$ cat src/rtl/bia_pkg.sv
// Shared types and codes for the bitmap instance allocator.
// Request and result payloads, status codes and the controller/datapath handshake.
// No dependencies.
`default_nettype none

package bia_pkg;

  localparam int NUM_IN_W = 16;
  localparam int GRANT_W  = 14;

  // Result status codes.
  localparam logic [2:0] ST_OK        = 3'd0;
  localparam logic [2:0] ST_RANGE     = 3'd1;
  localparam logic [2:0] ST_IN_USE    = 3'd2;
  localparam logic [2:0] ST_FULL      = 3'd3;
  localparam logic [2:0] ST_NOT_ALLOC = 3'd4;

  // Request operation codes.
  localparam logic OP_ALLOC = 1'b0;
  localparam logic OP_FREE  = 1'b1;

  typedef struct packed {
    logic                operation;
    logic                specified;
    logic [NUM_IN_W-1:0] instance_number;
  } bia_req_t;

  typedef struct packed {
    logic [GRANT_W-1:0] granted_number;
    logic [2:0]         status;
  } bia_rsp_t;

  // Commands from the controller to the datapath.
  typedef struct packed {
    logic clr_we;      // write a zero word at the sweep counter
    logic capture;     // latch the incoming request
    logic set_range;   // result: out of range
    logic split_q;     // word index of the requested number
    logic split_r;     // bit offset of the requested number
    logic look_rd;     // read the word that holds the requested number
    logic commit;      // decide a specified allocate or a free
    logic scan_start;  // restart the word scan at zero
    logic scan_step;   // issue the next scan read and look at the previous word
    logic grant;       // claim the lowest clear bit of the word that was found
    logic set_full;    // result: pool full
    logic push;        // move the result into the output register
  } bia_cmd_t;

  // Status from the datapath to the controller.
  typedef struct packed {
    logic clr_last;    // the sweep counter is at the last word
    logic in_dyn;      // incoming request is a dynamic allocate
    logic in_oor;      // incoming number is at or above capacity
    logic hit;         // the scanned word has a clear bit
    logic exhausted;   // the last word was scanned and is full
    logic out_free;    // the output register can take a result
  } bia_sts_t;

endpackage

`default_nettype wire

$ cat src/rtl/bia_ctrl.sv
// Request sequencer for the bitmap instance allocator.
// Issues bia_pkg command structs to bia_dpath and follows its status.
// Depends on bia_pkg.
`default_nettype none

module bia_ctrl (
  input  logic               clk,
  input  logic               rst_n,
  input  logic               in_valid,
  output logic               in_ready,
  input  bia_pkg::bia_sts_t  sts,
  output bia_pkg::bia_cmd_t  cmd
);
  import bia_pkg::*;

  typedef enum logic [8:0] {
    S_CLEAR   = 9'b000000001,
    S_IDLE    = 9'b000000010,
    S_SPLIT_Q = 9'b000000100,
    S_SPLIT_R = 9'b000001000,
    S_LOOK    = 9'b000010000,
    S_CHECK   = 9'b000100000,
    S_SCAN    = 9'b001000000,
    S_FOUND   = 9'b010000000,
    S_DONE    = 9'b100000000
  } bia_state_t;

  bia_state_t state_r, state_nxt;

  always_ff @(posedge clk) begin
    if (!rst_n) begin
      state_r <= S_CLEAR;
    end else begin
      state_r <= state_nxt;
    end
  end

  always_comb begin
    state_nxt = state_r;
    cmd       = '0;
    in_ready  = 1'b0;
    unique case (state_r)
      S_CLEAR: begin
        cmd.clr_we = 1'b1;
        if (sts.clr_last) begin
          state_nxt = S_IDLE;
        end
      end
      S_IDLE: begin
        in_ready = 1'b1;
        if (in_valid) begin
          cmd.capture = 1'b1;
          priority if (sts.in_dyn) begin
            cmd.scan_start = 1'b1;
            state_nxt      = S_SCAN;
          end else if (sts.in_oor) begin
            cmd.set_range = 1'b1;
            state_nxt     = S_DONE;
          end else begin
            state_nxt = S_SPLIT_Q;
          end
        end
      end
      S_SPLIT_Q: begin
        cmd.split_q = 1'b1;
        state_nxt   = S_SPLIT_R;
      end
      S_SPLIT_R: begin
        cmd.split_r = 1'b1;
        state_nxt   = S_LOOK;
      end
      S_LOOK: begin
        cmd.look_rd = 1'b1;
        state_nxt   = S_CHECK;
      end
      S_CHECK: begin
        cmd.commit = 1'b1;
        state_nxt  = S_DONE;
      end
      S_SCAN: begin
        cmd.scan_step = 1'b1;
        priority if (sts.hit) begin
          state_nxt = S_FOUND;
        end else if (sts.exhausted) begin
          cmd.set_full = 1'b1;
          state_nxt    = S_DONE;
        end
      end
      S_FOUND: begin
        cmd.grant = 1'b1;
        state_nxt = S_DONE;
      end
      S_DONE: begin
        if (sts.out_free) begin
          cmd.push  = 1'b1;
          state_nxt = S_IDLE;
        end
      end
      default: begin
        state_nxt = S_CLEAR;
      end
    endcase
  end

  a_push_needs_room: assert property (@(posedge clk) disable iff (!rst_n)
    cmd.push |-> sts.out_free)
    else $error("result pushed while the output register is occupied");

  a_found_after_hit: assert property (@(posedge clk) disable iff (!rst_n)
    (state_r == S_FOUND) |-> $past(sts.hit))
    else $error("claim without a word that has a clear bit");

  a_no_request_in_clear: assert property (@(posedge clk) disable iff (!rst_n)
    (state_r == S_CLEAR) && !sts.clr_last |=> (state_r == S_CLEAR) && !in_ready)
    else $error("clearing pass left early");

endmodule

`default_nettype wire

$ cat config.mk
export PLATFORM = sky130hd
export DESIGN_NAME = bia_ctrl
export DESIGN_NICKNAME = d
export VERILOG_FILES = /design/src/rtl/bia_pkg.sv /design/src/rtl/bia_ctrl.sv
export SDC_FILE = /design/constraint.sdc
export NUM_CORES = 1
export LEC_CHECK = 0
export ABC_AREA = 1
export BUFFER_PORTS_ARGS = -buffer_cell sky130_fd_sc_hd__buf_2
export CORE_AREA = 5 5 47 49
export DETAILED_ROUTE_END_ITERATION = 6
export DIE_AREA = 0 0 52 54
export PLACE_DENSITY_LB_ADDON = 0.08
export SYNTH_ARGS = -nofsm -noshare
export SYNTH_HDL_FRONTEND = slang
export SYNTH_SLANG_ARGS = --single-unit
export TNS_END_PERCENT = 5
$ cat constraint.sdc
create_clock -name clk -period 3.6 [get_ports clk]
set_input_delay 0.36 -clock clk [delete_from_list [all_inputs] [get_ports clk]]
set_output_delay 0.36 -clock clk [all_outputs]
set_load 0.01 [all_outputs]
==> metrics.md, run 1 <==
| Metric | Value |
|---|---|
| Commonest cells post-synth | `29 x sky130_fd_sc_hd__nand2_1, 26 x sky130_fd_sc_hd__inv_1, 21 x sky130_fd_sc_hd__nor2_1` |
| Count of flip-flops with a built-in enable after synthesis | `0` |
| Number of different library cells in the post-synthesis netlist | `19` |
| Vias in the first global route | `761` |
| Total negative setup slack | `0 ps` |
| Wire length of the first global-routing pass | `~3000 um` |
| Clock transition at path regs | `60 ps` |
| Count of mapped cells out of synthesis | `between 100 and 150` |
| Worst setup path category | `flop to output pin` |
| Sequential fraction of the synthesis area | `between 20% and 30%` |
| Fill cell count | `between 200 and 250` |
| Area of the core | `around 0.0018 sq mm` |
| IO Pins | `22` |
| Fraction of layout instances using a drive strength above 1 | `a little under a third` |
| Area share of the leading cell type in the synthesized netlist | `about 24%` |
| Arrival time of data at the critical path endpoint | `1480 ps` |
| Number of cells upsized or downsized after cts | `0` |
| Post-CTS setup buffer count | `0` |
| Initial Utilization | `40.52%` |
| Largest reg by FF count | `state_r` |
| Die extent in x | `52 um` |
| Class of the tightest hold or removal check | `input pin to flop` |
| Number of nets in the final layout | `162` |
| Unrepaired setup endpoints after global routing | `no` |
| Routed wire per std cell | `between 10 and 15 um` |
| Average instance area after synthesis | `between 5 and 6 sq um` |
| Power per cell area | `489.4 mW/mm^2` |
| Placement Cell Area | `~870 sq um` |
| DRC violation count after routing | `0` |
| Origin of the critical flop-to-flop path | `state_r[5]` |
| Kind of end point of the critical path | `output pin` |
| Worst min-delay path endpoint | `state_r[0]` |
| Worst-Margin Slew | `289.2 ps` |
| Max-Slew Margin vs Limit | `between 80 and 90%` |
| Required time worst endpoint | `3240 ps` |
| Clk_lat worst skew | `about 250 ps` |
| CTS Hold Bufs | `0` |
| Height of the die | `approximately 54 um` |
| Final estimated routing congestion in global placement | `0.9913` |
| Layer with the highest usage after global routing | `met2` |
| Global Route Usage Sum | `between 10% and 20%` |
| Antenna violations before repair | `0` |
| Async set-reset flop share out of synthesis | `0%` |
| Number of detailed-routing iterations run before antenna repair | `4` |
| Area overhead of the layout relative to synthesis | `21.86%` |
| Dpl hpwl | `1526 um` |
| Met2 track utilization from global routing | `approximately 24%` |
| Top FF cell, synth | `sky130_fd_sc_hd__dfxtp_1` |
| Die ar. | `~0.0028 sq mm` |
| Registers with the most flip-flops | `state_r x9` |
| Static Leakage | `roughly 0.57 nW` |
| Layout Skew | `between 1 and 1.5 ps` |
| Cts bufs inserted | `3` |
| Max-cap violation count | `0` |
| Post-Synthesis Cell Area | `roughly 740 sq um` |
| Number of hold-slack violations in the final timing report | `0` |
| Largest register FFs | `9` |
| DRC marker count from the first detailed-route iteration | `15` |
| Routed via count divided by cell count | `4.486` |
| Maximum number of pins on one net before global-route repair | `10` |
| Status | `finished clean` |
| Biggest area consumer among synthesized cells | `sky130_fd_sc_hd__dfxtp_1` |
| Clock root buffer | `sky130_fd_sc_hd__clkbuf_4` |
| Via count | `803` |
| Number of diodes added for antenna fixing | `0` |
| Final-report max-slew violation count | `0` |
| Syn_nets | `~140` |
| Met1 Resource Use GR | `17.63%` |
| Max H-tree Level | `1` |
| Highest attainable clock frequency | `between 500 and 600 MHz` |
| Dominant cells by area after synthesis | `sky130_fd_sc_hd__dfxtp_1 24%, sky130_fd_sc_hd__nand2_1 15%, sky130_fd_sc_hd__inv_1 13%, sky130_fd_sc_hd__nor2_1 11%, sky130_fd_sc_hd__nand3_1 7.5%` |
| Ratio of final minimum period to clock period | `~50%` |
| Reg2Reg Capture Point | `state_r[1]` |
| Total grt overflow | `0` |
| Worst min-delay path startpoint | `rst_n` |
| CTS tree | `done` |
| Wirelength, routed | `around 1800 um` |
| Clock Path Buffers | `2` |
| Clock sink total | `9` |
| Number of synthesized register bits | `9` |
| Finish-stage setup viols | `0` |
| Critical path startpoint category | `flop` |
| Met3 global-route usage | `3.047%` |
| Fin crit period | `1838 ps` |
| Port buffer count | `21` |
| Dominant cell by count in the synthesized netlist | `sky130_fd_sc_hd__nand2_1` |
| R2r setup slk | `between 2000 and 2500 ps` |
| Site row count | `16` |
| Max rail drop VDD | `around 0.28 mV` |
| Antenna viol nets, final | `0` |
| Count of cells along the worst register-to-register path | `9` |
| Crit-path max FO | `6` |
| Min-Delay Path Depth | `2` |
| Syn. warnings | `0` |
| Design Area, Final | `~900 sq um` |
critical path: stages (launching register included):
cell,delay [ps]
sky130_fd_sc_hd__dfxtp_1,330
sky130_fd_sc_hd__nor2_2,110
sky130_fd_sc_hd__nand2_2,130
sky130_fd_sc_hd__nor2_2,150
sky130_fd_sc_hd__nand2_2,120
sky130_fd_sc_hd__nor2_2,100
sky130_fd_sc_hd__nand2_1,70
sky130_fd_sc_hd__nor2_1,80
sky130_fd_sc_hd__buf_2,130
cell type report:
type                       instances  area, sq um  area share (%)
inverter                          30        112.6           12.52
multi-input combinational         88        441.7           49.10
sequential                         9        180.2           20.03
clock buffer                       4        26.28           2.921
timing repair buffer              21        105.1           11.68
tap                               27        33.78           3.755
worst max path at each step:
stage	startpoint	to	slack [ps]
after floorplan	state_r[6]	cmd[9]	2190
after global placement	state_r[6]	cmd[9]	2090
after detailed placement	state_r[6]	cmd[9]	2040
after CTS	state_r[6]	cmd[9]	1760
after global routing	state_r[6]	cmd[9]	1660
final	state_r[6]	cmd[9]	1760
where the power goes:
group	total (mW)	internal [mW]	switching, mW
registers	0.134	0.114	0.0195
clock network	0.0748	0.0425	0.0323
logic	0.232	0.0837	0.148
per-stage QoR:
step | setup WS [ps] | hold slack (ps) | power [mW] | std cells | utilization (%)
final | 1762 | 383.3 | 0.4403 | 179 | 49.38
after global routing | 1661 | 391.1 | 0.4810 | 179 | 49.38
after CTS | 1757 | 375.4 | 0.4446 | 179 | 49.38
after detailed placement | 2036 | 624.3 | 0.3669 | 175 | 47.94
after global placement | 2087 | 617.9 | 0.3658 | 175 | 47.94
after floorplan | 2192 | 518.6 | 0.3126 | 128 | -
layer usage:
layer,up-vias,wire (um)
met5,-,0
met4,0,65
met3,8,126
met2,30,821
met1,339,803
li1,426,-
kinds of logic after synthesis:
| kind of cell | count (synthesis) | synth area share [%] |
|---|---|---|
| flip-flops | 9 | 24.41 |
| AND/OR/NAND/NOR | 86 | 58.14 |
| AO/OA/AOI/OAI | 2 | 1.695 |
| buffers and inverters | 31 | 15.76 |
placed cells by master (no fill, tap or decap), drive strengths merged:
cell    instances
nand3b          2
o21a            1
nand2          36
nor2           32
dfxtp           9
clkbuf          4
nand3          11
o21ai           1
nor3            2
inv            30
nor3b           1
nand4           2
buf            21
Power figures use the tool's default switching activity.
==> inputs of run 2 (changes only) <==
==> constraint.sdc (replaced) <==
create_clock -name clk -period 1.5 [get_ports clk]
set_input_delay 0.15 -clock clk [delete_from_list [all_inputs] [get_ports clk]]
set_output_delay 0.15 -clock clk [all_outputs]
set_load 0.01 [all_outputs]
==> run 2 against run 1 <==
Against the previous run:
- the run now ends with negative setup slack left
- clock-buffer cell count did not move
- combinational power rose to 2.9 times the previous value
- wire length rose by 6.2%
- sequential share of layout area decreased by 1.6 points
- register-to-register slack worse by 2100 ps
- cell area rose by 17%
- critical path depth is the same
- sequential power rose to 2.5 times the previous value
- setup slack worse by 1800 ps
- global-route usage grew 1.5 points
- largest power group unchanged
==> metrics.md, run 2 (synthesis results as in run 1) <==
| Metric | Value |
|---|---|
| Area overhead of the layout relative to synthesis | `42.20% (was 21.86%)` |
| Fill cell count | `183 (was 202)` |
| Crit-path max FO | `4 (was 6)` |
| Global Route Usage Sum | `16.39% (was 14.92%)` |
| Dpl hpwl | `1481 um (was 1526 um)` |
| CTS tree | `done (unchanged)` |
| Largest reg by FF count | `state_r (unchanged)` |
| Origin of the critical flop-to-flop path | `state_r[7] (was state_r[5])` |
| IO Pins | `22 (unchanged)` |
| Antenna viol nets, final | `0 (unchanged)` |
| Max H-tree Level | `1 (unchanged)` |
| Crit-path cells | `nor2_4, nand2_4, nor2_4, nand2_4, nor2_4, nand2_2, nor2_2, buf_2 (was nor2_2, nand2_2, nor2_2, nand2_2, nor2_2, nand2_1, nor2_1, buf_2)` |
| Fin crit period | `around 1500 ps` |
| Clk_lat worst skew | `260 ps (was 250 ps)` |
| Cts bufs inserted | `3 (unchanged)` |
| DRC marker count from the first detailed-route iteration | `14 (was 15)` |
| Design Area, Final | `0.001050 sq mm (was 899.6 sq um)` |
| Reg2Reg Capture Point | `state_r[0] (was state_r[1])` |
| Min-Delay Path Depth | `2 (unchanged)` |
| Number of detailed-routing iterations run before antenna repair | `6 (was 4)` |
| Maximum number of pins on one net before global-route repair | `10 (unchanged)` |
| Placement Cell Area | `873.3 sq um (unchanged)` |
| Unrepaired setup endpoints after global routing | `yes (was no)` |
| Highest attainable clock frequency | `between 600 and 700 MHz` |
| Max-Slew Margin vs Limit | `79.06% (was 80.70%)` |
| Critical path startpoint category | `flop (unchanged)` |
| Max-cap violation count | `0 (unchanged)` |
| Port buffer count | `21 (unchanged)` |
| Delay of the slowest cell on the worst path | `340 ps (was 330 ps)` |
| Vias in the first global route | `806 (was 761)` |
| Required time worst endpoint | `1350 ps (was 3240 ps)` |
| Arrival time of data at the critical path endpoint | `1360 ps (was 1480 ps)` |
| Initial Utilization | `40.52% (unchanged)` |
| Worst min-delay path endpoint | `state_r[0] (unchanged)` |
| Clock sink total | `9 (unchanged)` |
| Worst setup path category | `flop to output pin (unchanged)` |
| Wire length of the first global-routing pass | `3312 um (was 3022 um)` |
| Number of hold-slack violations in the final timing report | `0 (unchanged)` |
| Fin worst setup slack | `-11.83 ps (was 1762 ps)` |
| Post-layout total power | `1.211 mW (was 440.3 uW)` |
| R2r setup slk | `90 ps (was 2200 ps)` |
| Register area | `193.9 sq um (was 180.2 sq um)` |
| Total grt overflow | `0 (unchanged)` |
| Ratio of final minimum period to clock period | `100.8%` |
| Final estimated routing congestion in global placement | `0.9196 (was 0.9913)` |
| Max rail drop VDD | `0.6148 mV (was 0.2788 mV)` |
| Number of nets in the final layout | `170 (was 162)` |
| Kind of cell adding the most delay to the critical path | `simple AND/OR/NAND/NOR gates (unchanged)` |
| Worst path buffer plus inverter count | `1 (unchanged)` |
| Power per cell area | `1154 mW/mm^2 (was 489.4 mW/mm^2)` |
| Commonest cells after routing, fill and taps aside | `27 x sky130_fd_sc_hd__nand2_1, 23 x sky130_fd_sc_hd__inv_1, 21 x sky130_fd_sc_hd__buf_2 (was 29 x sky130_fd_sc_hd__nand2_1, 26 x sky130_fd_sc_hd__inv_1, 21 x sky130_fd_sc_hd__nor2_1, 21 x sky130_fd_sc_hd__buf_2, 11 x sky130_fd_sc_hd__nand3_1)` |
| Layout Skew | `0.3983 ps (was 1.317 ps)` |
| Final-report max-slew violation count | `0 (unchanged)` |
| Multi-input logic area | `505.5 sq um (was 441.7 sq um)` |
| Clock transition at path regs | `60 ps (about the same)` |
| Antenna violations before repair | `0 (unchanged)` |
| Routed wire per std cell | `10.31 um (was 10.15 um)` |
| Kind of end point of the critical path | `output pin (unchanged)` |
| Die ar. | `0.002808 sq mm (unchanged)` |
| Largest register FFs | `9 (unchanged)` |
| Final Core Density | `57.62% (was 49.38%)` |
| Via count | `854 (was 803)` |
| Clock root buffer | `sky130_fd_sc_hd__clkbuf_4 (unchanged)` |
| Worst-Margin Slew | `310.9 ps (was 289.2 ps)` |
| Number of diodes added for antenna fixing | `0 (unchanged)` |
| CTS Hold Bufs | `0 (unchanged)` |
| Fraction of layout instances using a drive strength above 1 | `44.38% (was 31.58%)` |
| Violations in the final reports | `negative setup slack` |
| Most common cell type on the critical path | `sky130_fd_sc_hd__nor2_4 (was sky130_fd_sc_hd__nor2_2)` |
| Class of the tightest hold or removal check | `input pin to flop (unchanged)` |
| Registers with the most flip-flops | `state_r x9 (unchanged)` |
| Most common cell after layout, fill and taps aside | `sky130_fd_sc_hd__nand2_1 (unchanged)` |
| Clock Path Buffers | `2 (unchanged)` |
| Site row count | `16 (unchanged)` |
| Routed via count divided by cell count | `4.567 (was 4.486)` |
| Cell at the slowest stage of the critical path | `sky130_fd_sc_hd__dfxtp_2 (was sky130_fd_sc_hd__dfxtp_1)` |
| Die extent in x | `52 um (unchanged)` |
| DRC violation count after routing | `0 (unchanged)` |
| Worst min-delay path startpoint | `rst_n (unchanged)` |
| Height of the die | `54 um (unchanged)` |
| Area of the core | `0.001822 sq mm (unchanged)` |
| Static Leakage | `0.6422 nW (was 0.5750 nW)` |
| Status | `finished, violations left (was finished clean)` |
| Wirelength, routed | `1928 um (was 1816 um)` |
| Finish-stage setup viols | `1 (was 0)` |
| Count of cells along the worst register-to-register path | `11 (was 9)` |
run 2: cell types whose count changed in the layout (fill, tap and decap cells not counted), moves of 3 or more:
cell                      delta
sky130_fd_sc_hd__inv_1       -3
sky130_fd_sc_hd__dfxtp_1     -7
sky130_fd_sc_hd__nor2_2      -3
sky130_fd_sc_hd__nor2_4      +6
sky130_fd_sc_hd__inv_2       +3
sky130_fd_sc_hd__nand2_4     +3
sky130_fd_sc_hd__nor2_1      -3
sky130_fd_sc_hd__dfxtp_2     +5
sky130_fd_sc_hd__buf_4       +7
run 2: repair_timing:
item                       in CTS  in global routing
pin swaps                       9                  7
buffers inserted                7                  1
gates resized for setup        10                 17
setup endpoints to repair       4                 13
run 2: worst max path at each step:
stage	depth (start not counted)	startpoint	slack (ps)	end
4_1_cts	8	state_r[7]	-40	cmd[9]
3_5_place_dp	7	state_r[6]	110	state_r[2]
6_report	8	state_r[7]	-10	cmd[9]
5_1_grt	8	state_r[8]	-110	cmd[9]
2_1_floorplan	8	state_r[0]	270	state_r[0]
3_3_place_gp	7	state_r[6]	110	state_r[2]
run 2: final cells by class:
class | instances | area share [%]
Multi-Input combinational cell | 88 | 48.15
Sequential cell | 9 | 18.47
Timing Repair Buffer | 29 | 16.92
Inverter | 30 | 10.73
Tap cell | 27 | 3.218
Clock buffer | 4 | 2.503
run 2: stage by stage:
stage	worst slack, ps	setup TNS [ps]	cells	hold slack, ps
floorplan	271.3	0	128	308.6
global placement	109.4	0	175	413.8
detailed placement	113.9	0	175	420.2
CTS	-39.92	-63.50	186	145.4
global route	-113.5	-418.4	187	161.5
finish	-11.83	-11.83	187	149.2
run 2: metal layers:
metal / share of wire (%) / vias up / global-route usage (%) / wire length, um
li1: - / 446 / - / -
met1: 41 / 369 / 18.68 / 796
met2: 49 / 31 / 29.08 / 947
met3: 6.2 / 8 / 1.662 / 120
met4: 3.3 / 0 / 10.48 / 63
met5: 0 / - / 0 / 0
run 2: power by group:
group | internal (mW) | switching [mW]
Clock | 0.103 | 0.0868
Sequential | 0.279 | 0.0607
Combinational | 0.287 | 0.395
Total | 0.669 | 0.542
==> inputs of run 3 (changes only) <==
--- a/config.mk
+++ b/config.mk
@@ -10,7 +10,9 @@
 export CORE_AREA = 5 5 47 49
 export DETAILED_ROUTE_END_ITERATION = 6
 export DIE_AREA = 0 0 52 54
+export MAX_ROUTING_LAYER = met4
 export PLACE_DENSITY_LB_ADDON = 0.08
+export SKIP_LAST_GASP = 1
 export SYNTH_ARGS = -nofsm -noshare
 export SYNTH_HDL_FRONTEND = slang
 export SYNTH_SLANG_ARGS = --single-unit
==> run 3 against run 2 <==
Against the previous run:
- the run still ends with negative setup slack left
- fmax is essentially flat
- clock skew grew 0.68 ps
- sequential power is essentially flat
- first-iteration DRC count shrank 7.1%
- combinational power shrank 1%
- clock power is essentially flat
- wire length grew 0.31%
- clock-buffer cell count is the same
- power shrank 0.42%
- via count shrank 1.4%
==> metrics.md, run 3 (synthesis results as in run 1) <==
| Metric | Value |
|---|---|
| Largest register FFs | `9 (unchanged)` |
| Static Leakage | `0.6404 nW (was 0.6422 nW)` |
| Violations in the final reports | `negative setup slack (unchanged)` |
| Clock root buffer | `sky130_fd_sc_hd__clkbuf_4 (unchanged)` |
| Multi-input logic area | `491.7 sq um (was 505.5 sq um)` |
| Clock transition at path regs | `60 ps (about the same)` |
| Initial Utilization | `40.52% (unchanged)` |
| CTS Hold Bufs | `0 (unchanged)` |
| IO Pins | `22 (unchanged)` |
| DP Worst Slack | `113.9 ps (unchanged)` |
| Top layer in use | `met4 (unchanged)` |
| Number of nets in the final layout | `170 (unchanged)` |
| Finish-stage setup viols | `1 (unchanged)` |
| Most common cell after layout, fill and taps aside | `sky130_fd_sc_hd__nand2_1 (unchanged)` |
| Delay of the slowest cell on the worst path | `340 ps (about the same)` |
| Crit-path max FO | `4 (unchanged)` |
| Dpl hpwl | `1481 um (unchanged)` |
| Arrival time of data at the critical path endpoint | `1360 ps (about the same)` |
| Maximum number of pins on one net before global-route repair | `10 (unchanged)` |
| Cts bufs inserted | `3 (unchanged)` |
| Number of detailed-routing iterations run before antenna repair | `4 (was 6)` |
| Die ar. | `0.002808 sq mm (unchanged)` |
| CTS tree | `done (unchanged)` |
| Worst setup path category | `flop to output pin (unchanged)` |
| Final-report max-slew violation count | `0 (unchanged)` |
| Worst path buffer plus inverter count | `1 (unchanged)` |
| Class of the tightest hold or removal check | `input pin to flop (unchanged)` |
| Ratio of final minimum period to clock period | `100.8% (about the same)` |
| Port buffer count | `21 (unchanged)` |
| Hold_ws | `146.3 ps (was 149.2 ps)` |
| Routed wire per std cell | `10.34 um (was 10.31 um)` |
| Most common cell type on the critical path | `sky130_fd_sc_hd__nor2_4 (unchanged)` |
| Clock Path Buffers | `2 (unchanged)` |
| Clk_lat worst skew | `260 ps (about the same)` |
| Fill cell count | `183 (unchanged)` |
| Routed length on met3 | `91 um (was 120 um)` |
| Fraction of layout instances using a drive strength above 1 | `43.13% (was 44.38%)` |
| Power per cell area | `1161 mW/mm^2 (was 1154 mW/mm^2)` |
| Global Route Usage Sum | `16.80% (was 16.39%)` |
| Design Area, Final | `0.001039 sq mm (was 0.001050 sq mm)` |
| Max H-tree Level | `1 (unchanged)` |
| Wire length of the first global-routing pass | `3298 um (was 3312 um)` |
| Vias in the first global route | `802 (was 806)` |
| Largest reg by FF count | `state_r (unchanged)` |
| Crit-path cells | `nor2_4, nand2_4, nor2_4, nand2_4, nor2_4, nand2_2, nor2_2, buf_2 (unchanged)` |
| Max-Slew Margin vs Limit | `77.69% (was 79.06%)` |
| Number of hold-slack violations in the final timing report | `0 (unchanged)` |
| Commonest cells after routing, fill and taps aside | `27 x sky130_fd_sc_hd__nand2_1, 24 x sky130_fd_sc_hd__inv_1, 21 x sky130_fd_sc_hd__buf_2 (was 27 x sky130_fd_sc_hd__nand2_1, 23 x sky130_fd_sc_hd__inv_1, 21 x sky130_fd_sc_hd__buf_2)` |
| Routed via count divided by cell count | `4.503 (was 4.567)` |
| Highest attainable clock frequency | `661.1 MHz (was 661.5 MHz)` |
| Kind of cell adding the most delay to the critical path | `simple AND/OR/NAND/NOR gates (unchanged)` |
| Met1 WL | `832 um (was 796 um)` |
| Met2 wire length | `960 um (was 947 um)` |
| Antenna viol nets, final | `0 (unchanged)` |
| Number of diodes added for antenna fixing | `0 (unchanged)` |
| Antenna violations before repair | `0 (unchanged)` |
| Layout Skew | `1.083 ps (was 0.3983 ps)` |
| Placement Cell Area | `873.3 sq um (unchanged)` |
| Site row count | `16 (unchanged)` |
| Registers with the most flip-flops | `state_r x9 (unchanged)` |
| Max rail drop VDD | `0.6185 mV (was 0.6148 mV)` |
| Post-layout total power | `1.206 mW (was 1.211 mW)` |
| Area overhead of the layout relative to synthesis | `40.68% (was 42.20%)` |
| Clock sink total | `9 (unchanged)` |
| Kind of end point of the critical path | `output pin (unchanged)` |
| Total grt overflow | `0 (unchanged)` |
| DRC violation count after routing | `0 (unchanged)` |
| Critical path startpoint category | `flop (unchanged)` |
| Fin worst setup slack | `-12.55 ps (was -11.83 ps)` |
| Final Core Density | `57.01% (was 57.62%)` |
| Unrepaired setup endpoints after global routing | `yes (unchanged)` |
| Wirelength, routed | `1934 um (was 1928 um)` |
| Status | `finished, violations left (unchanged)` |
| Area of the core | `0.001822 sq mm (unchanged)` |
| Max-cap violation count | `0 (unchanged)` |
| Required time worst endpoint | `1350 ps (about the same)` |
| DRC marker count from the first detailed-route iteration | `13 (was 14)` |
| Worst-Margin Slew | `331.1 ps (was 310.9 ps)` |
| Height of the die | `54 um (unchanged)` |
| Via count | `842 (was 854)` |
| Fin crit period | `1513 ps (was 1512 ps)` |
| Register area | `196.4 sq um (was 193.9 sq um)` |
| Cell at the slowest stage of the critical path | `sky130_fd_sc_hd__dfxtp_2 (unchanged)` |
| Die extent in x | `52 um (unchanged)` |
| Final estimated routing congestion in global placement | `0.9357 (was 0.9196)` |
==> run 3: cell counts in the layout (fill, tap and decap cells not counted) <==
Identical to the previous run, type by type.
==> run 3: final timing paths <==
check | startpoint | endpoint | slack, ps | cells after the start
worst max-delay path | state_r[7] | cmd[9] | -10 | 8
worst min register to register | state_r[2] | state_r[3] | 630 | 4
worst max register to register | state_r[6] | state_r[1] | 70 | 10
worst min-delay path | rst_n | state_r[0] | 150 | 2
==> run 3: worst reg2reg max path, cell delays in order (launching register included) <==
cell	delay, ps
sky130_fd_sc_hd__dfxtp_1	400
sky130_fd_sc_hd__nor2_4	50
sky130_fd_sc_hd__nand2_4	80
sky130_fd_sc_hd__buf_4	160
sky130_fd_sc_hd__nor2_4	50
sky130_fd_sc_hd__nand3b_2	90
sky130_fd_sc_hd__nand2_2	80
sky130_fd_sc_hd__nor2_2	230
sky130_fd_sc_hd__nand2_1	80
sky130_fd_sc_hd__nand3_1	70
sky130_fd_sc_hd__inv_1	40
==> run 3: cell type report <==
type | instances | share of cell area [%]
multi-input combinational | 88 | 47.35
sequential | 9 | 18.92
timing repair buffer | 29 | 17.11
inverter | 30 | 10.84
tap | 27 | 3.253
clock buffer | 4 | 2.530
==> run 3: metrics by stage <==
stage          TNS, ps  cells
2_1_floorplan        0    128
3_3_place_gp         0    175
3_5_place_dp         0    175
4_1_cts         -83.30    186
5_1_grt         -586.8    187
6_report        -12.55    187
==> run 3: repair_timing <==
action	CTS	global route
buffers inserted	7	1
pin swaps	8	6
gates cloned	0	0
gates resized for setup	8	16
setup endpoints to repair	4	13
==> run 3: routing by layer <==
metal	GRT usage [%]	up-vias
met2	28.87	23
met1	18.68	371
li1	-	444
met3	1.662	4
met5	-	-
met4	10.48	0
==> run 3: power breakdown <==
group / total [mW] / internal [mW] / leakage, nW / switching (mW)
clock network: 0.188 / 0.103 / 0.0150 / 0.0854
logic: 0.675 / 0.286 / 0.549 / 0.389
registers: 0.343 / 0.282 / 0.0766 / 0.0605
